### src/rtl/core/psg_pkg.sv
`timescale 1ns / 1ps
`default_nettype none
// ----------------------------------------------------------------------------
// psg_pkg
// shared constants and types for the sound generator core
// ----------------------------------------------------------------------------
package psg_pkg;

  localparam int unsigned NumRegs  = 16;
  localparam int unsigned NumTones = 3;
  localparam logic [16:0] LfsrTap  = 17'h12000;  // 0x24000 >> 1, applied after shift

  localparam logic [3:0] RegMixer    = 4'd7;
  localparam logic [3:0] RegNoise    = 4'd6;
  localparam logic [3:0] RegEnvFine  = 4'd11;
  localparam logic [3:0] RegEnvCoarse = 4'd12;
  localparam logic [3:0] RegEnvShape = 4'd13;
  localparam logic [3:0] RegToneLast = 4'd5;

  localparam logic CmdWrite = 1'b0;
  localparam logic CmdTick  = 1'b1;

  // request to the shared modulo unit
  typedef struct packed {
    logic        start;
    logic [13:0] dividend;
    logic [13:0] divisor;
  } mod_req_t;

  typedef struct packed {
    logic        done;
    logic [13:0] rem;
  } mod_rsp_t;

endpackage
`default_nettype wire

### src/rtl/core/psg_mod_unit.sv
`timescale 1ns / 1ps
`default_nettype none
// ----------------------------------------------------------------------------
// psg_mod_unit
// restoring remainder unit, one quotient bit per cycle
// ----------------------------------------------------------------------------
module psg_mod_unit (
  input  wire logic             clk,
  input  wire logic             rst,
  input  wire psg_pkg::mod_req_t req,
  output psg_pkg::mod_rsp_t     rsp
);

  logic        busy;
  logic        done_pulse;
  logic [3:0]  bit_idx;
  logic [13:0] rem;
  logic [13:0] divisor;
  logic [13:0] dividend;
  logic [14:0] trial;

  assign trial = {rem, dividend[bit_idx]};

  always_ff @(posedge clk) begin
    if (rst) begin
      busy       <= 1'b0;
      done_pulse <= 1'b0;
    end else begin
      done_pulse <= 1'b0;
      if (req.start) begin
        busy     <= 1'b1;
        bit_idx  <= 4'd13;
        rem      <= '0;
        divisor  <= req.divisor;
        dividend <= req.dividend;
      end else if (busy) begin
        if (trial >= {1'b0, divisor}) begin
          rem <= 14'(trial - {1'b0, divisor});
        end else begin
          rem <= trial[13:0];
        end
        if (bit_idx == 4'd0) begin
          busy       <= 1'b0;
          done_pulse <= 1'b1;
        end else begin
          bit_idx <= bit_idx - 4'd1;
        end
      end
    end
  end

  // final remainder is presented in the cycle after the last step
  assign rsp = '{done: done_pulse, rem: rem};

endmodule
`default_nettype wire

### src/rtl/core/psg_tone_noise_envelope.sv
`timescale 1ns / 1ps
`default_nettype none
// a write is taken in S_IDLE; one to a tone period register that leaves its counter
// too large waits in S_WMOD for the shared remainder unit to reduce it
// a tick runs S_ENV, then S_TONE and S_TMOD per channel, then S_NOISE and S_OUT;
// a wrapping channel waits in S_TMOD for the shared remainder unit; one transaction
// at a time; a tick waits in S_OUT while the result register is stalled
// reset: synchronous, clears registers and counters, tone periods become one
// ----------------------------------------------------------------------------
// psg_tone_noise_envelope
// three-channel tone, noise and envelope generator, volume index outputs
// ----------------------------------------------------------------------------
module psg_tone_noise_envelope (
  input  wire logic       clk,
  input  wire logic       rst,
  input  wire logic       in_valid,
  output      logic       in_stall,
  input  wire logic       cmd,
  input  wire logic [3:0] reg_addr,
  input  wire logic [7:0] reg_data,
  output      logic       out_valid,
  input  wire logic       out_stall,
  output      logic [3:0] level_a,
  output      logic       on_a,
  output      logic [3:0] level_b,
  output      logic       on_b,
  output      logic [3:0] level_c,
  output      logic       on_c
);

  typedef enum logic [2:0] {
    S_IDLE, S_WMOD, S_ENV, S_TONE, S_TMOD, S_NOISE, S_OUT
  } state_t;

  state_t state;
  logic [7:0]  regs [psg_pkg::NumRegs];
  logic [11:0] tone_period [psg_pkg::NumTones];
  logic [12:0] tone_count  [psg_pkg::NumTones];
  logic [2:0]  tone_phase;
  logic [4:0]  noise_period;
  logic [5:0]  noise_cnt;
  logic        noise_flip;
  logic [16:0] lfsr;
  logic [15:0] env_count;
  logic [3:0]  env_step;
  logic [3:0]  env_value;
  logic        env_first;
  logic        env_rev;

  logic [1:0]  ch;
  logic        noise_now;
  logic [3:0]  lvl [psg_pkg::NumTones];
  logic [2:0]  on_bits;
  logic [12:0] cnt_tmp;
  logic        mod_wait;

  psg_pkg::mod_req_t mreq;
  psg_pkg::mod_rsp_t mrsp;

  psg_mod_unit u_mod (.clk(clk), .rst(rst), .req(mreq), .rsp(mrsp));

  logic        accept;
  logic [15:0] env_period;
  logic [11:0] new_period;
  logic [1:0]  wch;
  logic [12:0] cnt_inc;
  logic [15:0] env_inc;
  logic        env_fire;
  logic [5:0]  noise_inc;
  logic        noise_fire;
  logic [3:0]  env_val_mv;
  logic [3:0]  env_val_fire;
  logic [3:0]  env_step_n;
  logic        out_free;
  logic        cont, attack, alt, hold;

  assign in_stall  = (state != S_IDLE);
  assign accept    = in_valid && !in_stall;
  assign out_free  = !out_valid || !out_stall;
  assign env_period = {regs[psg_pkg::RegEnvCoarse], regs[psg_pkg::RegEnvFine]};
  assign cont   = regs[psg_pkg::RegEnvShape][3];
  assign attack = regs[psg_pkg::RegEnvShape][2];
  assign alt    = regs[psg_pkg::RegEnvShape][1];
  assign hold   = regs[psg_pkg::RegEnvShape][0];
  assign wch    = reg_addr[2:1];
  assign cnt_inc = tone_count[ch] + 13'd2;
  assign env_inc = env_count + 16'd1;
  assign noise_inc = noise_cnt + 6'd1;
  assign env_fire  = (env_period == 16'd0) || (env_inc >= env_period);
  assign noise_fire = (noise_period == 5'd0) || (noise_inc >= {1'b0, noise_period});
  assign env_step_n = env_step + 4'd1;

  always_comb begin
    env_val_mv = env_value;
    if (env_first || (cont && !hold)) begin
      if (attack ^ env_rev) begin
        if (env_value != 4'd15) env_val_mv = env_value + 4'd1;
      end else begin
        if (env_value != 4'd0) env_val_mv = env_value - 4'd1;
      end
    end
  end

  // value after a fire, including the end-of-cycle shape rules
  always_comb begin
    env_val_fire = env_val_mv;
    if (env_step_n == 4'd0) begin
      if (!cont) env_val_fire = 4'd0;
      else if (hold) begin
        if (env_first && alt) env_val_fire = (env_val_mv != 4'd0) ? 4'd0 : 4'd15;
      end else if (!alt) env_val_fire = attack ? 4'd0 : 4'd15;
    end
  end

  always_comb begin
    new_period = {regs[{wch, 1'b1}][3:0], regs[{wch, 1'b0}]};
    if (reg_addr[0]) new_period[11:8] = reg_data[3:0];
    else new_period[7:0] = reg_data;
    if (new_period == 12'd0) new_period = 12'd1;
  end

  always_comb begin
    mreq = '0;
    if (accept && cmd == psg_pkg::CmdWrite && reg_addr <= psg_pkg::RegToneLast) begin
      mreq.start    = ({1'b0, tone_count[wch]} >= {1'b0, new_period, 1'b0});
      mreq.dividend = {1'b0, tone_count[wch]};
      mreq.divisor  = {1'b0, new_period, 1'b0};
    end else if (state == S_TONE && !regs[psg_pkg::RegMixer][ch]) begin
      mreq.start    = (cnt_inc >= {1'b0, tone_period[ch]});
      mreq.dividend = {1'b0, cnt_inc};
      mreq.divisor  = {2'b0, tone_period[ch]};
    end
  end

  always_ff @(posedge clk) begin
    if (rst) begin
      state      <= S_IDLE;
      out_valid  <= 1'b0;
      for (int i = 0; i < 16; i++) regs[i] <= '0;
      for (int i = 0; i < 3; i++) begin
        tone_period[i] <= 12'd1;
        tone_count[i]  <= '0;
      end
      tone_phase   <= '0;
      noise_period <= '0;
      noise_cnt    <= '0;
      noise_flip   <= 1'b0;
      lfsr         <= 17'd1;
      env_count    <= '0;
      env_step     <= '0;
      env_value    <= '0;
      env_first    <= 1'b0;
      env_rev      <= 1'b0;
      ch           <= '0;
      mod_wait     <= 1'b0;
    end else begin
      if (state == S_OUT && out_free) out_valid <= 1'b1;
      else if (out_valid && !out_stall) out_valid <= 1'b0;
      case (state)
        S_IDLE: begin
          if (accept) begin
            if (cmd == psg_pkg::CmdWrite) begin
              regs[reg_addr] <= reg_data;
              if (reg_addr <= psg_pkg::RegToneLast) begin
                tone_period[wch] <= new_period;
                ch <= wch;
                if (mreq.start) state <= S_WMOD;
              end else if (reg_addr == psg_pkg::RegNoise) begin
                noise_cnt    <= '0;
                noise_period <= reg_data[4:0];
              end else if (reg_addr == psg_pkg::RegEnvShape) begin
                env_first <= 1'b1;
                env_rev   <= 1'b0;
                env_step  <= '0;
                env_count <= '0;
                env_value <= reg_data[2] ? 4'd0 : 4'd15;
              end
            end else begin
              noise_now <= noise_flip;
              for (int i = 0; i < 3; i++) begin
                lvl[i] <= regs[8 + i][4] ? env_value : regs[8 + i][3:0];
              end
              state <= S_ENV;
            end
          end
        end
        S_WMOD: begin
          if (mrsp.done) begin
            tone_count[ch] <= mrsp.rem[12:0];
            state <= S_IDLE;
          end
        end
        S_ENV: begin
          if (env_period != 16'd0) begin
            env_count <= env_fire ? env_inc - env_period : env_inc;
          end
          if (env_fire) begin
            env_value <= env_val_fire;
            env_step  <= env_step_n;
            if (env_step_n == 4'd0) begin
              if (cont && !hold && alt) env_rev <= ~env_rev;
              env_first <= 1'b0;
            end
          end
          ch    <= '0;
          state <= S_TONE;
        end
        S_TONE: begin
          if (regs[psg_pkg::RegMixer][ch]) begin
            on_bits[ch] <= 1'b1;
            state <= S_TMOD;
            mod_wait <= 1'b0;
          end else if (mreq.start) begin
            tone_phase[ch] <= ~tone_phase[ch];
            mod_wait <= 1'b1;
            state <= S_TMOD;
          end else begin
            tone_count[ch] <= cnt_inc;
            on_bits[ch] <= tone_phase[ch];
            mod_wait <= 1'b0;
            state <= S_TMOD;
          end
        end
        S_TMOD: begin
          if (!mod_wait || mrsp.done) begin
            if (mod_wait) begin
              tone_count[ch] <= mrsp.rem[12:0];
              on_bits[ch] <= tone_phase[ch];
            end
            mod_wait <= 1'b0;
            if (ch == 2'd2) state <= S_NOISE;
            else begin
              ch <= ch + 2'd1;
              state <= S_TONE;
            end
          end
        end
        S_NOISE: begin
          if (noise_period != 5'd0) begin
            noise_cnt <= noise_fire ? noise_inc - {1'b0, noise_period} : noise_inc;
          end
          if (noise_fire) begin
            if (lfsr[0] ^ lfsr[1]) noise_flip <= ~noise_flip;
            lfsr <= (lfsr >> 1) ^ (lfsr[0] ? psg_pkg::LfsrTap : 17'd0);
          end
          state <= S_OUT;
        end
        S_OUT: begin
          // wait here while the previous result is still stalled
          if (out_free) begin
            level_a <= lvl[0];
            level_b <= lvl[1];
            level_c <= lvl[2];
            on_a <= on_bits[0] && !(!regs[psg_pkg::RegMixer][3] && noise_now);
            on_b <= on_bits[1] && !(!regs[psg_pkg::RegMixer][4] && noise_now);
            on_c <= on_bits[2] && !(!regs[psg_pkg::RegMixer][5] && noise_now);
            state <= S_IDLE;
          end
        end
        default: state <= S_IDLE;
      endcase
    end
  end

  assign cnt_tmp = tone_count[0];

  a_stall_busy: assert property (@(posedge clk) disable iff (rst)
    (state != S_IDLE) |-> in_stall) else $error("input taken while busy");
  a_out_hold: assert property (@(posedge clk) disable iff (rst)
    (out_valid && out_stall) |=> (out_valid && $stable(level_a) && $stable(on_a)))
    else $error("result changed while stalled");
  a_count_range: assert property (@(posedge clk) disable iff (rst)
    (state == S_IDLE && cnt_tmp != 13'd0) |-> (cnt_tmp < {tone_period[0], 1'b0}))
    else $error("tone count out of range");

endmodule
`default_nettype wire

### config.mk
export PLATFORM = sky130hd
export DESIGN_NAME = psg_tone_noise_envelope
export DESIGN_NICKNAME = d
export VERILOG_FILES = /design/src/rtl/core/psg_pkg.sv /design/src/rtl/core/psg_mod_unit.sv /design/src/rtl/core/psg_tone_noise_envelope.sv
export SDC_FILE = /design/constraint.sdc
export NUM_CORES = 1
export LEC_CHECK = 0
export BUFFER_PORTS_ARGS = -buffer_cell sky130_fd_sc_hd__buf_4
export CELL_PAD_IN_SITES_DETAIL_PLACEMENT = 1
export CELL_PAD_IN_SITES_GLOBAL_PLACEMENT = 1
export CORE_ASPECT_RATIO = 0.5
export CORE_MARGIN = 3
export CORE_UTILIZATION = 56
export CTS_CLUSTER_DIAMETER = 200
export CTS_CLUSTER_SIZE = 20
export DETAILED_ROUTE_END_ITERATION = 8
export PLACE_DENSITY_LB_ADDON = 0.1
export SYNTH_ARGS = -nofsm -noshare
export SYNTH_HDL_FRONTEND = slang
export SYNTH_SLANG_ARGS = --single-unit
### constraint.sdc
create_clock -name clk -period 16.3 [get_ports clk]
set_clock_uncertainty 0.05 [all_clocks]
set_input_delay 3.26 -clock clk [delete_from_list [all_inputs] [get_ports clk]]
set_output_delay 3.26 -clock clk [all_outputs]
set_load 0.02 [all_outputs]
==> results.md, run 1 <==
* Crit. End Element: flip-flop
* Vias/cell at between 6 and 7
* Post-route ant nets at 0
* Die X at roughly 260 um
* Via count at 13000
* IO Port Bufs at 33
* Fmax at around 120 MHz
* Root Buffer: clkbuf_16
* Leak at 7.37 nW
* Async SR Flop Fraction at 0%
* Outcome: finished, final reports clean
* CP startpoint: reg_addr[1]
* CTS buffer count at 20
* Final Hold Viols at 0
* Final Cycle Share at between 50% and 60%
* Clock buffer depth at 3
* WL per Instance at 24.7 um
* Final Setup Violations at 0
* # DRC at 0
* Worst r2r path cells at 15
* Hold-fix buffers, CTS at 0
* Ys Warns at 0
* Critical-path cell list: buf_4, mux4_2, mux2i_1, nand4_1, o31a_1, inv_1, ha_1, nor2b_1, o21a_1, o21ai_0, nand2b_1, a2111oi_0, o31ai_1, or2_1, a211oi_1
* Worst EP arrival at ~8500 ps
* Pwr dens at ~93 nW/um^2
* H-tree depth at 1
* Placement Cell Area at around 19000 um^2
* Flop2flop setup slack at about 11000 ps
* First-pass detailed-route iteration total at 5
* RSZ-0062 raised after global routing: no
* Starting Density at 58.0%
* Share of cells above drive strength 1 at around 11%
* Total gr overflow at 0
* Setup_tns at 0 ps
* Die span in y at 133 um
* Area growth, synth to finish at 6.81%
* PostCTS Resize Cnt at 0
* Synthesized area at approximately 18000 um^2
* Post-CTS Setup Bufs at 0
* HP Class: flip-flop to flip-flop
* Ys flop type: edfxtp_1
* Reg-to-reg endpoint: tone_count[1][4]
* Fillers at between 3000 and 4000
* Hpwl dp at approximately 37000 um
* Max IR drop VDD at between 0.00008 and 0.00009 V
* Fin nets at about 1700
* CP max-delay cell: mux2i_1
* Maxcap violations at 0
* Num Clock Sinks at about 330
* Tmin final at slightly above 8000 ps
* Avg Inst Size Synth at about 11 um^2
* Post-Synthesis Cells at 1603
* Distinct cells, synth at a little under 80
* Worst skew pair latency at 540 ps
* Placeable Area at about 31000 um^2
* Crit Path Category: primary input to flip-flop
* Boundary Pins at 34
* Synth Register Bits at around 330
* FP Rows at 45
* EDFF count, synth at 260
* Worst-path maximum fanout at 36
* Number of DRC markers in iteration 0 at 950
* Die ar. at 34400 um^2
* Placer congestion estimate at 0.951
* Worst-Margin Slew at 1230 ps
* Worst Setup Start Kind: primary input
* Critical Path End: u_mod.rem[1]
* Reg clk slew, reported paths at about 80 ps
* Max incr delay on CP at between 700 and 800 ps
* CP required at about 17000 ps
* Largest net degree at the start of global routing at 40
* CTS tree: built
* Initial antenna violation count at 1
* Total wire length at between 50000 and 60000 um
* Final Instance Area at about 19000 um^2
* Vias in the first global route at 13600
* Slew Viols, Final at 0
* First-pass GRT wire length at approximately 78000 um
* Worst slew margin at 18.1%
* Sequential area share after synthesis at 51.1%
* All-layer global routing usage at around 30%
==> flip-flops by register name, indices dropped and copies added, names as in the netlist, 5 cells and up, named ones only <==
name            flops
lfsr               17
noise_cnt           6
tone_period        48
lvl                12
regs               85
u_mod.dividend     13
env_count          16
u_mod.divisor      13
noise_period        5
tone_count         52
u_mod.rem          14
==> layer usage <==
metal  vias to the layer above  track usage (%)  share of wire [%]
met1                      6673             39.3                 43
met3                        77             4.74                6.0
met4                         0             7.02                2.4
met5                         -                0                  0
li1                       5832                -                  -
met2                       381             50.7                 49
==> cells in the final DEF (no fill, tap or decap), types with 54 or more instances in the layout <==
cell type  Yosys  final
mux2i_1       57     57
and2_1       126    126
edfxtp_1     260    260
a21oi_1       67     66
nand2_1      130    130
ha_1          69     69
inv_1         95     95
mux4_2        54     54
nor2_1       130    129
dfxtp_1       69     68
o21ai_0       62     62
==> how the worst min path moves through the flow <==
stage / from / endpoint / slack, ps / cells after the start
floorplan: lvl[0][0] / level_a[0] / 350 / 0
global placement: lvl[0][0] / level_a[0] / 360 / 0
detailed placement: lvl[0][7] / level_b[3] / 360 / 0
CTS: lvl[0][7] / level_b[3] / 370 / 0
global route: lvl[0][7] / level_b[3] / 390 / 0
finish: lvl[0][5] / level_b[1] / 380 / 0
==> per-stage QoR <==
stage | total power, W | hold slack (ps) | setup WS, ps | util (%) | instances
2_1_floorplan | 0.00117 | 350 | 8730 | - | 1614
3_3_place_gp | 0.00125 | 358 | 7800 | 60.0 | 2014
3_5_place_dp | 0.00126 | 356 | 7430 | 60.0 | 2014
4_1_cts | 0.00179 | 375 | 7920 | 62.0 | 2050
5_1_grt | 0.00185 | 388 | 7850 | 62.0 | 2051
6_report | 0.00179 | 376 | 8130 | 62.0 | 2051
==> critical path, delay by kind of cell <==
| family | cells | cell delay [ps] |
|---|---|---|
| buf+inv | 2 | 630 |
| simple gates | 4 | 1050 |
| fa+ha+maj | 1 | 190 |
| mux | 2 | 1320 |
| compound gates | 6 | 1990 |
==> cell families after synthesis <==
family	count (synthesis)	synth area share (%)
other cells	1	0.0209
buf+inv	168	3.84
simple gates	577	16.6
fa+ha+maj	72	5.14
mux	126	10.9
xor+xnor	54	2.74
compound gates	276	9.66
flops	329	51.1
==> cell usage after synthesis, drive strengths merged, types with 4 or more instances <==
cell | n | share of area, %
dfxtp | 69 | 7.7
mux2 | 15 | 0.94
o211ai | 6 | 0.25
a31oi | 10 | 0.35
edfxtp | 260 | 43
nor3b | 4 | 0.17
and2 | 126 | 4.4
nor2 | 140 | 3.3
or2 | 15 | 0.52
nand2 | 131 | 2.8
xnor2 | 34 | 1.8
clkbuf | 54 | 1.1
mux4 | 54 | 6.8
o21ai | 84 | 2.3
inv | 95 | 2.0
and4 | 5 | 0.24
a21o | 18 | 0.75
o221ai | 4 | 0.19
and3 | 11 | 0.38
a21boi | 4 | 0.17
nand2b | 21 | 0.73
nand4 | 17 | 0.63
or3 | 7 | 0.24
a211oi | 12 | 0.53
a22oi | 5 | 0.21
nor4 | 12 | 0.45
a2111oi | 4 | 0.19
xor2 | 20 | 0.97
nor3 | 33 | 0.92
nor2b | 16 | 0.56
a21oi | 68 | 2.0
buf | 19 | 0.72
o21a | 8 | 0.33
mux2i | 57 | 3.2
o22ai | 19 | 0.66
nand3 | 30 | 0.84
a22o | 5 | 0.24
ha | 69 | 4.8
==> area by class of cell <==
type                    count  area [um^2]  area share (%)
repair buffers             50          375            1.96
diodes                      1         2.50          0.0130
clock buffers              35          578            3.01
well taps                 423          529            2.76
multi-input cells        1117         8150            42.4
inverters                  95          357            1.86
flip-flops and latches    329         9190            47.9
clock inverters             1         16.3          0.0847
==> power by group <==
part / internal [W] / switching, W / total (W)
Sequential: 0.000933 / 0.0000224 / 0.000955
Combinational: 0.000106 / 0.000190 / 0.000297
Clock: 0.000245 / 0.000290 / 0.000535
Note: power is estimated with default switching activity, not from simulation.
==> inputs of run 2 (changes only) <==
--- a/config.mk
+++ b/config.mk
@@ -10,7 +10,7 @@
 export CELL_PAD_IN_SITES_GLOBAL_PLACEMENT = 1
 export CORE_ASPECT_RATIO = 0.5
 export CORE_MARGIN = 3
-export CORE_UTILIZATION = 56
+export CORE_UTILIZATION = 47
 export CTS_CLUSTER_DIAMETER = 200
 export CTS_CLUSTER_SIZE = 20
 export DETAILED_ROUTE_END_ITERATION = 8
==> constraint.sdc (replaced) <==
create_clock -name clk -period 7.25 [get_ports clk]
set_clock_uncertainty 0.05 [all_clocks]
set_input_delay 1.45 -clock clk [delete_from_list [all_inputs] [get_ports clk]]
set_output_delay 1.45 -clock clk [all_outputs]
set_load 0.02 [all_outputs]
==> run 2 against run 1 <==
Power up 120%. Via count down 2.9%. Clock power up 120%. Die area up 18%. Non-clock buffer count up 7. Global-route usage down 5.2 points. Cell area up 0.63%. Utilization down 9.5 points.
==> results.md, run 2 (synthesized netlist as in run 1, its figures left out) <==
* Outcome: finished, final reports clean
* Reg clk slew, reported paths at ~90 ps
* Final Cycle Share at 84.8%
* All-layer global routing usage at about a quarter
* Number of diodes at 0
* CTS tree: built
* Biggest regs: regs: 85 flops, tone_count: 52 flops, tone_period: 48 flops
* Critical-path cell list: buf_4, mux4_2, mux2i_1, nand3_1, o31a_1, inv_1, ha_1, nor2b_1, o21a_1, o21ai_0, nand2b_1, a2111oi_0, o31ai_1, or2_1, nor3_1
* # DRC at 0
* Num Clock Sinks at about 330
* Placer congestion estimate at a little under 0.9
* Fillers at 3888
* HP Class: flip-flop to flip-flop
* CTS buffer count at 20
* Reg-to-reg endpoint: tone_count[0][8]
* Hold depth at 0
* Starting Density at 48.9%
* Via count at around 13000
* Fin Hold WS at 371 ps
* First-pass GRT wire length at between 70000 and 80000 um
* Flop2flop setup slack at 1670 ps
* Multi-input logic area at 8140 um^2
* Placeable Area at 36800 um^2
* Post-CTS Setup Bufs at 0
* Hold-fix buffers, CTS at 0
* PostCTS Resize Cnt at 0
* Die span in y at about 140 um
* Worst slew margin at 22.9%
* Commonest non-fill, non-tap cells in the layout: edfxtp_1 (260), nand2_1 (130), nor2_1 (129), and2_1 (126), inv_1 (95)
* Fin nets at approximately 1700
* Share of cells above drive strength 1 at between 10% and 20%
* Die X at around 280 um
* CP max-delay cell: or2_1
* Largest net degree at the start of global routing at 43
* Root Buffer: clkbuf_16
* IO Port Bufs at 33
* Area growth, synth to finish at 7.48%
* Pwr dens at between 200 and 250 nW/um^2
* Worst-Margin Slew at 1160 ps
* Hold_sp: lvl[0][1]
* Worst Setup Start Kind: primary input
* Worst skew pair latency at 530 ps
* Crit. End Element: flip-flop
* Vias in the first global route at about 13000
* RSZ-0062 raised after global routing: no
* CP required at around 7600 ps
* Register area at between 9000 and 10000 um^2
* Final Setup Violations at 0
* Max reg flops at 85
* Max incr delay on CP at ~720 ps
* FP Rows at between 40 and 50
* Worst r2r path cells at 16
* Total wire length at about 49000 um
* Leak at between 7 and 8 nW
* Worst-path maximum fanout at 36
* Worst Hold Path EP: level_a[1]
* Vias/cell at about 5.9
* Worst EP arrival at approximately 6500 ps
* WL per Instance at ~23 um
* Most common cell after layout, fill and taps aside: edfxtp_1
* Clock buffer depth at 3
* Tmin final at approximately 6100 ps
* Post-route ant nets at 0
* Number of DRC markers in iteration 0 at between 1000 and 1500
* Crit Path Category: primary input to flip-flop
* Max IR drop VDD at between 0.0001 and 0.00015 V
* Hpwl dp at ~36000 um
* Slew Viols, Final at 0
* Total gr overflow at 0
* Initial antenna violation count at 2
* Setup_tns at 0 ps
* Final Hold Viols at 0
* Die ar. at between 40000 and 50000 um^2
* Boundary Pins at 34
* Maxcap violations at 0
* Fmax at roughly 160 MHz
* Top reg by flops: regs
* H-tree depth at 1
* First-pass detailed-route iteration total at 5
[run 2: cell types whose count changed in the layout (fill, tap and decap cells not counted)]
cell,change
a21oi_2,-1
clkbuf_2,+1
a21oi_1,+1
buf_4,+6
diode_2,-1
[run 2: how the worst max path moves through the flow]
stage                 from                end  slack [ps]  cells past startpoint
2_1_floorplan  reg_addr[2]  u_mod.dividend[0]        1490                     14
3_3_place_gp   reg_addr[1]       u_mod.rem[1]         870                     15
3_5_place_dp   reg_addr[1]      u_mod.rem[11]         640                     15
4_1_cts        reg_addr[1]      u_mod.rem[11]        1190                     15
5_1_grt        reg_addr[1]      u_mod.rem[11]         690                     15
6_report       reg_addr[1]      u_mod.rem[11]        1100                     15
[run 2: layout make-up]
| class | count | area share, % |
|---|---|---|
| Sequential cell | 329 | 47.6 |
| Clock buffer | 35 | 2.99 |
| Tap cell | 484 | 3.14 |
| Timing Repair Buffer | 57 | 2.20 |
| Clock inverter | 1 | 0.0842 |
| Inverter | 95 | 1.85 |
| Multi-Input combinational cell | 1117 | 42.2 |
[run 2: worst max-delay path: cells and delay by family]
| kind | cells | cell delay [ps] |
|---|---|---|
| AO/OA/AOI/OAI | 5 | 1570 |
| AND/OR/NAND/NOR | 5 | 1360 |
| multiplexers | 2 | 1240 |
| buffers and inverters | 2 | 630 |
| adder cells (fa/ha/maj) | 1 | 160 |
[run 2: through the flow]
| step | util (%) | worst slack (ps) | area (um^2) | total power, W | std cells |
|---|---|---|---|---|---|
| 6_report | 52.5 | 1100 | 19300 | 0.00400 | 2118 |
| 5_1_grt | 52.5 | 691 | 19300 | 0.00417 | 2118 |
| 4_1_cts | 52.5 | 1190 | 19300 | 0.00403 | 2117 |
| 3_5_place_dp | 50.9 | 635 | 18700 | 0.00285 | 2081 |
| 3_3_place_gp | 50.9 | 871 | 18700 | 0.00282 | 2081 |
| 2_1_floorplan | - | 1490 | 18000 | 0.00262 | 1614 |
[run 2: routing by layer]
layer | global-route usage, % | wire [um] | up-vias
met5 | 0 | 12 | -
met2 | 40.9 | 22800 | 277
li1 | - | - | 5848
met1 | 33.6 | 22200 | 6404
met3 | 3.90 | 2620 | 62
met4 | 4.48 | 806 | 2
[run 2: where the power goes]
group / switching [W] / internal [W] / total [W]
Clock: 0.000642 / 0.000551 / 0.00119
Combinational: 0.000409 / 0.000244 / 0.000653
Sequential: 0.0000572 / 0.00210 / 0.00215
Total: 0.00111 / 0.00289 / 0.00400
